## src/rtl/base64_stream_encoder_unit_defines.svh

```systemverilog
// ----------------------------------------------------------------------------
// Base64 stream encoder assertion macros
// Shared assertion helpers for the encoder modules. Each one is clocked on
// clock and disabled while reset is high.
// ----------------------------------------------------------------------------
`ifndef BASE64_STREAM_ENCODER_UNIT_DEFINES_SVH
`define BASE64_STREAM_ENCODER_UNIT_DEFINES_SVH

`ifndef NO_ASSERTIONS

// The property must hold at every clock edge outside reset.
`define B64SE_ASSERT(lbl, prop, msg) \
   lbl: assert property (@(posedge clock) disable iff (reset) (prop)) else $error(msg);

// The condition must never be true at a clock edge outside reset.
`define B64SE_NEVER(lbl, cond, msg) \
   lbl: assert property (@(posedge clock) disable iff (reset) !(cond)) else $error(msg);

`else

`define B64SE_ASSERT(lbl, prop, msg)
`define B64SE_NEVER(lbl, cond, msg)

`endif

`endif

```

## src/rtl/b64se_pkg.sv

```systemverilog
// ----------------------------------------------------------------------------
// Base64 stream encoder package
// Payload types, the group record passed between the front and back ends,
// and the Base64 alphabet lookup.
// ----------------------------------------------------------------------------
package b64se_pkg;

   // Input transfer: one message byte and its end-of-message mark.
   typedef struct packed {
      logic [7:0] data_byte;
      logic       final_byte;
   } req_payload_type;

   // Output transfer: one ASCII character and its end-of-message mark.
   typedef struct packed {
      logic [7:0] char_code;
      logic       final_char;
   } rsp_payload_type;

   // A closed group of up to three bytes, zero-filled, ready to encode.
   // held_count is the number of bytes held before the closing byte (0..2).
   typedef struct packed {
      logic [7:0] byte0;
      logic [7:0] byte1;
      logic [7:0] byte2;
      logic [1:0] held_count;
      logic       last;
   } group_type;

   localparam int unsigned QueueDepth = 2;
   localparam logic [7:0]  PadChar    = 8'h3D;

   // Map a 6-bit index onto the standard Base64 alphabet.
   function automatic logic [7:0] b64_char(input logic [5:0] idx);
      logic [7:0] wide;
      logic [7:0] code;
      wide = {2'b00, idx};
      if (idx < 6'd26) begin
         code = wide + 8'h41;
      end else if (idx < 6'd52) begin
         code = wide + 8'h47;
      end else if (idx < 6'd62) begin
         code = wide - 8'd4;
      end else if (idx == 6'd62) begin
         code = 8'h2B;
      end else begin
         code = 8'h2F;
      end
      return code;
   endfunction

endpackage

```

## src/rtl/base64_stream_encoder_unit.sv

```systemverilog
// ----------------------------------------------------------------------------
// Base64 stream encoder unit
// Encodes a byte stream into standard Base64 characters with '=' padding.
// ----------------------------------------------------------------------------
// The unit takes one message byte per transfer on the req_ channel and gives
// one ASCII character per transfer on the rsp_ channel. Every third byte, or
// a byte marked final, closes a group; the group then produces four
// characters, the last of which carries final_char when the group ends the
// message. A byte can be taken every cycle while req_stall is low; the back
// end sends one character per cycle while rsp_stall is low, also from one
// group straight into the next, and every group gives four characters
// however many bytes it holds, so a full group of three bytes occupies the
// back end longer than its bytes take to arrive. The first character of a
// group passes through the group queue, the group register and the output register after the transfer of the byte
// that closes it. A two-entry group queue between the front and back ends absorbs
// short output stalls; req_stall rises only when that queue is full.
// ----------------------------------------------------------------------------
module base64_stream_encoder_unit (
   input  logic                       clock,
   input  logic                       reset,
   input  logic                       req_valid,
   output logic                       req_stall,
   input  b64se_pkg::req_payload_type req_payload,
   output logic                       rsp_valid,
   input  logic                       rsp_stall,
   output b64se_pkg::rsp_payload_type rsp_payload
);
   import b64se_pkg::*;

   logic      push;
   group_type push_group;
   logic      queue_full;
   logic      pop;
   logic      queue_not_empty;
   group_type pop_group;

   // Byte collection and group closing.
   b64se_front u_front (
      .clock       (clock),
      .reset       (reset),
      .req_valid   (req_valid),
      .req_stall   (req_stall),
      .req_payload (req_payload),
      .queue_full  (queue_full),
      .push        (push),
      .push_group  (push_group)
   );

   // Queue of closed groups.
   b64se_fifo u_fifo (
      .clock      (clock),
      .reset      (reset),
      .push       (push),
      .push_group (push_group),
      .full       (queue_full),
      .pop        (pop),
      .not_empty  (queue_not_empty),
      .pop_group  (pop_group)
   );

   // Character generation and output stage.
   b64se_back u_back (
      .clock           (clock),
      .reset           (reset),
      .queue_not_empty (queue_not_empty),
      .queue_group     (pop_group),
      .pop             (pop),
      .rsp_valid       (rsp_valid),
      .rsp_stall       (rsp_stall),
      .rsp_payload     (rsp_payload)
   );

endmodule

```

## src/rtl/b64se_front.sv

```systemverilog
// ----------------------------------------------------------------------------
// Base64 stream encoder front end
// Accepts message bytes, collects them into groups of three and pushes each
// closed group, zero-filled, into the group queue.
// ----------------------------------------------------------------------------
`include "base64_stream_encoder_unit_defines.svh"

module b64se_front (
   input  logic                      clock,
   input  logic                      reset,
   input  logic                      req_valid,
   output logic                      req_stall,
   input  b64se_pkg::req_payload_type req_payload,
   input  logic                      queue_full,
   output logic                      push,
   output b64se_pkg::group_type      push_group
);
   import b64se_pkg::*;

   logic [1:0] held_count_ff, held_count_in;
   logic [7:0] held0_ff, held0_in;
   logic [7:0] held1_ff, held1_in;
   logic [1:0] cnt;
   logic       accept;
   logic       closes;

   // Hold off new bytes while the queue has no room for a closed group.
   assign req_stall = queue_full;
   assign accept    = req_valid && !req_stall;

   // A count of three is never reached; it would behave as two.
   assign cnt    = (held_count_ff == 2'd3) ? 2'd2 : held_count_ff;
   assign closes = (cnt == 2'd2) || req_payload.final_byte;
   assign push   = accept && closes;

   // Assemble the group from the held bytes, the new byte and zero fill.
   always_comb begin
      push_group.byte0      = (cnt == 2'd0) ? req_payload.data_byte : held0_ff;
      push_group.byte1      = (cnt == 2'd0) ? 8'h00 :
                              ((cnt == 2'd1) ? req_payload.data_byte : held1_ff);
      push_group.byte2      = (cnt == 2'd2) ? req_payload.data_byte : 8'h00;
      push_group.held_count = cnt;
      push_group.last       = req_payload.final_byte;
   end

   // Store a pending byte, or clear the holding state once a group closes.
   always_comb begin
      held_count_in = held_count_ff;
      held0_in      = held0_ff;
      held1_in      = held1_ff;
      if (accept) begin
         if (closes) begin
            held_count_in = 2'd0;
            held0_in      = 8'h00;
            held1_in      = 8'h00;
         end else begin
            held_count_in = cnt + 2'd1;
            if (cnt == 2'd0) begin
               held0_in = req_payload.data_byte;
            end else begin
               held1_in = req_payload.data_byte;
            end
         end
      end
   end

   always_ff @(posedge clock) begin
      if (reset) begin
         held_count_ff <= 2'd0;
         held0_ff      <= 8'h00;
         held1_ff      <= 8'h00;
      end else begin
         held_count_ff <= held_count_in;
         held0_ff      <= held0_in;
         held1_ff      <= held1_in;
      end
   end

   `B64SE_NEVER(a_front_count_range, held_count_ff == 2'd3, "front: held count reached three")

endmodule

```

## src/rtl/b64se_fifo.sv

```systemverilog
// ----------------------------------------------------------------------------
// Base64 stream encoder group queue
// A short first-in first-out queue of closed groups between the front end
// and the back end, so that each side can stall on its own.
// ----------------------------------------------------------------------------
`include "base64_stream_encoder_unit_defines.svh"

module b64se_fifo (
   input  logic                 clock,
   input  logic                 reset,
   input  logic                 push,
   input  b64se_pkg::group_type push_group,
   output logic                 full,
   input  logic                 pop,
   output logic                 not_empty,
   output b64se_pkg::group_type pop_group
);
   import b64se_pkg::*;

   localparam int unsigned PtrWidth = (QueueDepth > 1) ? $clog2(QueueDepth) : 1;
   localparam int unsigned CntWidth = $clog2(QueueDepth + 1);

   group_type             entries_ff [QueueDepth];
   logic [PtrWidth-1:0]   wr_ptr_ff, wr_ptr_in;
   logic [PtrWidth-1:0]   rd_ptr_ff, rd_ptr_in;
   logic [CntWidth-1:0]   count_ff, count_in;

   assign full      = (count_ff == CntWidth'(QueueDepth));
   assign not_empty = (count_ff != '0);
   assign pop_group = entries_ff[rd_ptr_ff];

   // Advance the pointers with wrap-around at the queue depth.
   always_comb begin
      wr_ptr_in = wr_ptr_ff;
      rd_ptr_in = rd_ptr_ff;
      count_in  = count_ff;
      if (push) begin
         wr_ptr_in = (wr_ptr_ff == PtrWidth'(QueueDepth - 1)) ? '0 : wr_ptr_ff + 1'b1;
      end
      if (pop) begin
         rd_ptr_in = (rd_ptr_ff == PtrWidth'(QueueDepth - 1)) ? '0 : rd_ptr_ff + 1'b1;
      end
      if (push && !pop) begin
         count_in = count_ff + 1'b1;
      end else if (pop && !push) begin
         count_in = count_ff - 1'b1;
      end
   end

   always_ff @(posedge clock) begin
      if (reset) begin
         wr_ptr_ff <= '0;
         rd_ptr_ff <= '0;
         count_ff  <= '0;
      end else begin
         wr_ptr_ff <= wr_ptr_in;
         rd_ptr_ff <= rd_ptr_in;
         count_ff  <= count_in;
      end
   end

   // Group storage needs no reset.
   always_ff @(posedge clock) begin
      if (push) begin
         entries_ff[wr_ptr_ff] <= push_group;
      end
   end

   `B64SE_NEVER(a_fifo_overflow, push && full && !pop, "fifo: push into a full queue")
   `B64SE_NEVER(a_fifo_underflow, pop && !not_empty, "fifo: pop from an empty queue")
   `B64SE_ASSERT(a_fifo_count, push && !pop |=> count_ff == $past(count_ff) + 1'b1, "fifo: count did not rise on push")

endmodule

```

## src/rtl/b64se_back.sv

```systemverilog
// ----------------------------------------------------------------------------
// Base64 stream encoder back end
// Takes closed groups from the queue and sends out their four characters,
// one per transfer, through a registered output stage.
// ----------------------------------------------------------------------------
`include "base64_stream_encoder_unit_defines.svh"

module b64se_back (
   input  logic                       clock,
   input  logic                       reset,
   input  logic                       queue_not_empty,
   input  b64se_pkg::group_type       queue_group,
   output logic                       pop,
   output logic                       rsp_valid,
   input  logic                       rsp_stall,
   output b64se_pkg::rsp_payload_type rsp_payload
);
   import b64se_pkg::*;

   group_type       cur_ff, cur_in;
   logic            cur_valid_ff, cur_valid_in;
   logic [1:0]      pos_ff, pos_in;
   logic            rsp_valid_ff, rsp_valid_in;
   rsp_payload_type rsp_payload_ff, rsp_payload_in;
   logic            out_free;
   logic            advance;
   logic            group_done;
   logic [5:0]      idx;
   logic [2:0]      alpha_count;

   // The output stage can take a character when empty or being drained.
   assign out_free   = !rsp_valid_ff || !rsp_stall;
   assign advance    = cur_valid_ff && out_free;
   assign group_done = advance && (pos_ff == 2'd3);
   assign pop        = queue_not_empty && (!cur_valid_ff || group_done);

   // Pick the 6-bit index for the current character position.
   always_comb begin
      case (pos_ff)
         2'd0:    idx = cur_ff.byte0[7:2];
         2'd1:    idx = {cur_ff.byte0[1:0], cur_ff.byte1[7:4]};
         2'd2:    idx = {cur_ff.byte1[3:0], cur_ff.byte2[7:6]};
         default: idx = cur_ff.byte2[5:0];
      endcase
   end

   // A group of n bytes gives n+1 alphabet characters, then padding.
   assign alpha_count = {1'b0, cur_ff.held_count} + 3'd2;

   always_comb begin
      rsp_payload_in.char_code  = ({1'b0, pos_ff} < alpha_count) ? b64_char(idx) : PadChar;
      rsp_payload_in.final_char = cur_ff.last && (pos_ff == 2'd3);
   end

   // Group register and character position.
   always_comb begin
      cur_in       = cur_ff;
      cur_valid_in = cur_valid_ff;
      pos_in       = pos_ff;
      if (pop) begin
         cur_in       = queue_group;
         cur_valid_in = 1'b1;
         pos_in       = 2'd0;
      end else if (advance) begin
         pos_in = pos_ff + 2'd1;
         if (group_done) begin
            cur_valid_in = 1'b0;
         end
      end
   end

   // Output stage valid: load on advance, drop once the transfer is taken.
   always_comb begin
      if (advance) begin
         rsp_valid_in = 1'b1;
      end else if (!rsp_stall) begin
         rsp_valid_in = 1'b0;
      end else begin
         rsp_valid_in = rsp_valid_ff;
      end
   end

   always_ff @(posedge clock) begin
      if (reset) begin
         cur_valid_ff <= 1'b0;
         pos_ff       <= 2'd0;
         rsp_valid_ff <= 1'b0;
      end else begin
         cur_valid_ff <= cur_valid_in;
         pos_ff       <= pos_in;
         rsp_valid_ff <= rsp_valid_in;
      end
   end

   // Payload registers need no reset.
   always_ff @(posedge clock) begin
      cur_ff <= cur_in;
      if (advance) begin
         rsp_payload_ff <= rsp_payload_in;
      end
   end

   assign rsp_valid   = rsp_valid_ff;
   assign rsp_payload = rsp_payload_ff;

   `B64SE_ASSERT(a_back_final_pos, advance && (pos_ff != 2'd3) |=> !rsp_payload_ff.final_char, "back: final mark before the fourth character")

endmodule

```

## config.mk

```make
export PLATFORM = sky130hd
export DESIGN_NAME = base64_stream_encoder_unit
export DESIGN_NICKNAME = d
export VERILOG_FILES = /design/src/rtl/b64se_pkg.sv /design/src/rtl/base64_stream_encoder_unit.sv /design/src/rtl/b64se_front.sv /design/src/rtl/b64se_fifo.sv /design/src/rtl/b64se_back.sv
export VERILOG_INCLUDE_DIRS = /design/src /design/src/rtl
export SDC_FILE = /design/constraint.sdc
export NUM_CORES = 1
export LEC_CHECK = 0
export BUFFER_PORTS_ARGS = -buffer_cell sky130_fd_sc_hd__buf_2
export CAP_MARGIN = 20
export CORE_MARGIN = 2
export CORE_UTILIZATION = 55
export CTS_CLUSTER_SIZE = 16
export DETAILED_ROUTE_END_ITERATION = 12
export GPL_TIMING_DRIVEN = 0
export PLACE_DENSITY = 0.74
export REMOVE_ABC_BUFFERS = 1
export SYNTH_ARGS = -nofsm -noshare
export SYNTH_HDL_FRONTEND = slang
export SYNTH_SLANG_ARGS = --single-unit
```

## constraint.sdc

```tcl
create_clock -name clock -period 6.95 [get_ports clock]
set_input_delay 0.695 -clock clock [delete_from_list [all_inputs] [get_ports clock]]
set_output_delay 0.695 -clock clock [all_outputs]
set_load 0.05 [all_outputs]
```

Yosys cells after proc, flatten, opt, wreduce, memory -nomap -nowiden
Memory sizes are Yosys's and may differ from the RTL's. A register that Yosys moved wholly into a read port is not among the register bits.
Cells that the tools add are included.
- bits in registers: 35
- bits in writable memories: 54
- input port bits: 13
- logic and storage cells: 87
- memories: 1
- add/subtract/negate cells: 10
- magnitude comparators: 4
- equality and inequality tests: 10
- muxes and demuxes: 25
- reductions and logical operators: 26
- memory list (memory ; depth ; bits a word ; read ports ; clocked after memory_dff ; write ports ; RTL line ; text):
    u_fifo.entries_ff ; 2 ; 27 ; 1 ; 1 ; 1 ; b64se_fifo.sv:23 ; group_type entries_ff [QueueDepth];
- operator list (cell ; number):
    $mux 8 ; 10
    $pmux 6 s3 ; 1
    $add 6x7->8 const B ; 2
    $lt 6x6->1 const B ; 2
    $eq 2x2->1 const B ; 5
    $mux 1 ; 9
    $logic_and 1x1->1 ; 8
    $mux 2 ; 4
    $reduce_bool 2->1 ; 4
    $sub 6x3->7 const B ; 1
    $add 2x1->2 const B ; 3
    $eq 6x6->1 const B ; 1
    $logic_not 1->1 ; 6
    $lt 6x5->1 const B ; 1
    $eq 2x1->1 const B ; 2
    $logic_not 2->1 ; 2
    $ne 2x1->1 const B ; 2
    $reduce_and 2->1 ; 2
    $add 2x2->3 const B ; 1
    $logic_or 1x1->1 ; 3
    $lt 2x3->1 ; 1
    $mux 3 ; 1
    $add 1x1->1 const B ; 2
    $reduce_or 2->1 ; 1
    $sub 2x1->2 const B ; 1

Depth between registers and ports, before layout
- depth after elaboration: 9
- depth in mapped cells: 10

Cells and area by module
Synthesis repeated with hierarchy kept, for this count alone.
- cells, all modules: 326
- area, all modules: 4870.9 um2
- by module, submodules not included (module ; times used ; cells each ; area an instance (um2)):
    b64se_fifo ; 1 ; 106 ; 2163.3
    b64se_back ; 1 ; 136 ; 1828.0
    b64se_front ; 1 ; 84 ; 879.6

Worst setup path before layout
OpenSTA, ideal clock, no wires.
- path type: input port to flip-flop
- start: input rsp_stall
- end: register u_fifo.count_ff[1]
- arrival time: 3340 ps
- data required time: 6879 ps
- setup slack: 3539 ps
- stages: 7
- buffers on the path: 0
- cells stage by stage: nand2_1 nand2_1 a21oi_1 inv_1 ha_1 or3_1 a21oi_1
- longest elaborated chain between the ends: 9
- elaborated cells on any way between the ends: 11
- classes of those cells: 1 x mux; 10 x reduce/logical
- ends and longest elaborated chain (what ; RTL line ; text):
    start: declaration ; base64_stream_encoder_unit.sv:25 ; input logic rsp_stall,
    $logic_not 1->1 * ; b64se_back.sv:32 ; assign out_free = !rsp_valid_ff || !rsp_stall;
    $logic_or 1x1->1 * ; b64se_back.sv:32 ;
    $logic_and 1x1->1 * ; b64se_back.sv:33 ; assign advance = cur_valid_ff && out_free;
    $logic_and 1x1->1 * ; b64se_back.sv:34 ; assign group_done = advance && (pos_ff == 2'd3);
    $logic_or 1x1->1 * ; b64se_back.sv:35 ; assign pop = queue_not_empty && (!cur_valid_ff || group_done);
    $logic_and 1x1->1 * ; b64se_back.sv:35 ;
    named net pop ; base64_stream_encoder_unit.sv:33 ; logic pop;
    $logic_not 1->1 ; b64se_fifo.sv:43 ; if (push && !pop) begin
    $logic_and 1x1->1 ; b64se_fifo.sv:43 ;
    $mux 2 or $reduce_bool 2->1 (tied branches) ; -- ;
    end signal: assignment ; b64se_fifo.sv:58 ; count_ff <= count_in;
    end: declaration ; b64se_fifo.sv:26 ; logic [CntWidth-1:0] count_ff, count_in;
The timed path passes the listed nets; every way through them passes the cells marked *.
A chain may end at the register's enable or synchronous reset.

Worst setup path after layout
- start: register u_back.pos_ff[0]
- end: register u_back.rsp_payload_ff (netlist bit u_back.rsp_payload[3]), data pin
- longest elaborated chain between the ends: 7
- elaborated cells on any way between the ends: 16
- classes of those cells: 3 x add/sub; 4 x order compare; 3 x eq/ne; 5 x mux; 1 x reduce/logical
- ends and longest elaborated chain (what ; RTL line ; text):
    start: declaration ; b64se_back.sv:22 ; logic [1:0] pos_ff, pos_in;
    start signal: assignment ; b64se_back.sv:90 ; pos_ff <= pos_in;
    branches (longest 7 deep; another with $sub 6x3->7) ; -- ;
    end signal: assignment ; b64se_back.sv:99 ; rsp_payload_ff <= rsp_payload_in;
    end: declaration ; b64se_back.sv:24 ; rsp_payload_type rsp_payload_ff, rsp_payload_in;
Parallel ways; which one is timed is not known.

==> qor.csv <==
metric,value,unit
clk buf depth,2,
Slew Limit Fails,0,
maximum vdd ir drop,0.000209,V
crit path kind,flip-flop to flip-flop,
Routed Antenna Nets,0,
area occupied by multi-input gates,1480,µm²
r2r worst-path depth,9,
htree depth,4,
# Post-CTS Setup Buffers,0,
Post-synth EDFFs,90,
Async SR Flop Fraction,0,%
clock slew seen by the registers of the worst setup and hold paths,0.06,ns
Critical Path Start Type,flip-flop,
Setup TNS,0,ns
Worst Skew,0.00688,ns
peak fanout along the critical path,7,
# fillers,591,
fmax,0.343,GHz
largest net degree at the start of global routing,28,
synthesized instance count,327,
HP Class,primary input to flip-flop,
wire length per cell,18.0,µm
number of global-route vias before repair,2719,
Die Area,9500,µm²
ant diodes,0,
initial antenna violation count,0,
Critical Path AT,3.29,ns
status,finished clean,
power per standard cell area,463,nW/µm²
DR vias,2753,
Post-Layout Cell Count,482,
FF+latch area,3220,µm²
Yosys reg bits,116,
final setup violation count,0,
"Seq/Total Area, Yosys",67.0,%
proportion of layout cells with a drive suffix above 1,29.1,%
Synth Flop Type,edfxtp_1,
clk root buf,clkbuf_8,
CTS sink count,116,
initial core utilization,55.9,%
R2R setup slack,4.03,ns
Worst slew margin,34.5,%
total grt overflow,0,
CTS-repair resized insts,0,
Tmin final,2.92,ns
TritonCTS clock tree,built,
HPWL Detailed,5550,µm
DRT Wirelength,8660,µm
RSZ-0062 raised after global routing,no,
Slew @ Worst Pin,0.980,ns
leak pwr,2.10,nW
total CTS buffers,17,
area of the mapped netlist,4810,µm²
first-pass GRT wire length,14000,µm
Die Wd,97.5,µm
initial drt markers,214,
yosys warns,0,
Worst EP required,7.32,ns
Routability Congestion,0.837,
"Period Utilization, post-route",42.0,%
number of I/O pins,24,
Area Growth Syn to Fin,18.9,%
max_cap viols,0,
Util after Layout,66.5,%
Vias/cell,5.71,
PortBufs,23,
Layout Nets,383,
Worst setup EP type,flip-flop,
CTS Hold Bufs,0,
core area,8590,µm²
DRC Markers,0,
placed insts,450,
Syn Area/Cell,14.7,µm²
GRT Total Usage,19.4,%
site row count,34,
clk_lat worst skew,0.50,ns
Die Ht,97.5,µm
Final Hold Vio Count,0,
First-pass DRT Iterations,4,
Worst Hold Depth,3,
Cell variety after synth,52,
-- state kept, by name (all words and copies together) (netlist names) --
signal / cells
u_back.pos_ff: 2
u_back.cur_ff: 27
u_back.rsp_payload: 9
u_fifo.wr_ptr_ff: 1
u_back.cur_valid_ff: 1
u_fifo.count_ff: 2
u_front.held0_ff: 8
u_front.held1_ff: 8
u_front.held_count_ff: 2
u_back.rsp_valid: 1
u_fifo.rd_ptr_ff: 1
u_fifo.entries_ff: 54
-- logic make-up (layout without fill, tap and decap cells) --
logic type,count (synthesis),in the layout,share of synthesized area [%]
flops,116,116,67.0
compound gates,60,60,9.92
buf+inv,28,75,2.52
simple gates,62,62,6.38
fa+ha+maj,9,9,2.34
other cells,1,1,0.0780
xor+xnor,5,5,0.911
mux,46,46,10.8
-- final cells by class --
type / count / share of cell area (%)
timing repair buffer: 29 / 3.70
inverter: 14 / 0.919
clock buffer: 22 / 8.10
tap: 108 / 2.36
multi-input combinational: 183 / 25.9
sequential: 116 / 56.4
clock inverter: 10 / 2.69
-- worst max-delay path, cell delays in order, from the launching register on --
cell,delay (ns)
dfxtp_1,0.37
inv_1,0.18
ha_1,0.36
a222oi_1,0.17
mux2i_1,0.48
inv_1,0.19
ha_1,0.24
o31a_1,0.32
or4_1,0.41
nand3_1,0.08
-- metrics by stage --
stage | area [µm²] | setup slack, ns | hold WS [ns] | power (mW)
after floorplan | 4740 | 3.54 | 0.448 | 1.56
after global placement | 4990 | 2.29 | 0.462 | 1.71
after detailed placement | 5100 | 4.08 | 0.467 | 1.76
after CTS | 5720 | 4.06 | 0.423 | 2.66
after global routing | 5720 | 3.86 | 0.446 | 2.77
final | 5720 | 4.03 | 0.443 | 2.65
-- cell usage after synthesis (2+ instances only) --
cell type	count	area [µm²]
a21oi_1	7	35.0
mux2i_1	5	50.1
dfxtp_1	26	521
mux2_4	2	30.0
a22oi_1	8	60.1
nor2_1	26	97.6
ha_1	9	113
nor3_1	5	25.0
clkbuf_1	9	33.8
o31ai_1	2	15.0
edfxtp_1	90	2700
mux2_2	38	428
xor2_1	2	17.5
nand2_1	9	33.8
a22o_1	17	149
o21ai_1	2	10.0
buf_1	2	7.51
and2_1	10	62.6
xnor2_1	3	26.3
inv_1	13	48.8
a222oi_1	6	60.1
o21ai_0	6	30.0
-- final timing paths --
kind,startpoint,endpoint
worst max register to register,u_back.pos_ff[0]$_SDFFE_PP0P_,u_back.rsp_payload[3]$_SDFFCE_PP1P_
worst min-delay path,rsp_stall,u_back.rsp_valid$_SDFFE_PP0P_
worst min register to register,u_front.held1_ff[4]$_SDFFE_PP0P_,u_front.held1_ff[4]$_SDFFE_PP0P_
worst max-delay path,u_back.pos_ff[0]$_SDFFE_PP0P_,u_back.rsp_payload[3]$_SDFFCE_PP1P_
-- power breakdown --
group / total, mW / switching (mW) / internal (mW) / leakage [nW]
combinational: 0.742 / 0.460 / 0.282 / 0.734
sequential: 1.02 / 0.0669 / 0.948 / 1.05
clock: 0.888 / 0.280 / 0.607 / 0.308
total: 2.65 / 0.807 / 1.84 / 2.10
-- placed cells by master (no fill, tap or decap), drive strengths merged, types with 2 or more instances in the layout --
master | netlist | layout
clkbuf | 9 | 22
a21oi | 8 | 8
edfxtp | 90 | 90
buf | 5 | 29
mux2i | 5 | 5
xnor2 | 3 | 3
mux2 | 41 | 41
nor2 | 26 | 26
o31ai | 2 | 2
a22oi | 8 | 8
a211oi | 2 | 2
and2 | 12 | 12
clkinv | 0 | 6
a22o | 17 | 17
xor2 | 2 | 2
nor3 | 6 | 6
o21ai | 8 | 8
ha | 9 | 9
a222oi | 6 | 6
nand2 | 9 | 9
dfxtp | 26 | 26
bufinv | 0 | 4
inv | 14 | 14
-- metal layers --
metal	track usage [%]	vias to the layer above	wire [µm]
met2	32.3	65	4440
met5	0	-	0
li1	-	1314	-
met4	7.91	0	76
met1	24.1	1367	3740
met3	5.04	7	406
No activity file was read; power rests on OpenSTA's default activity.
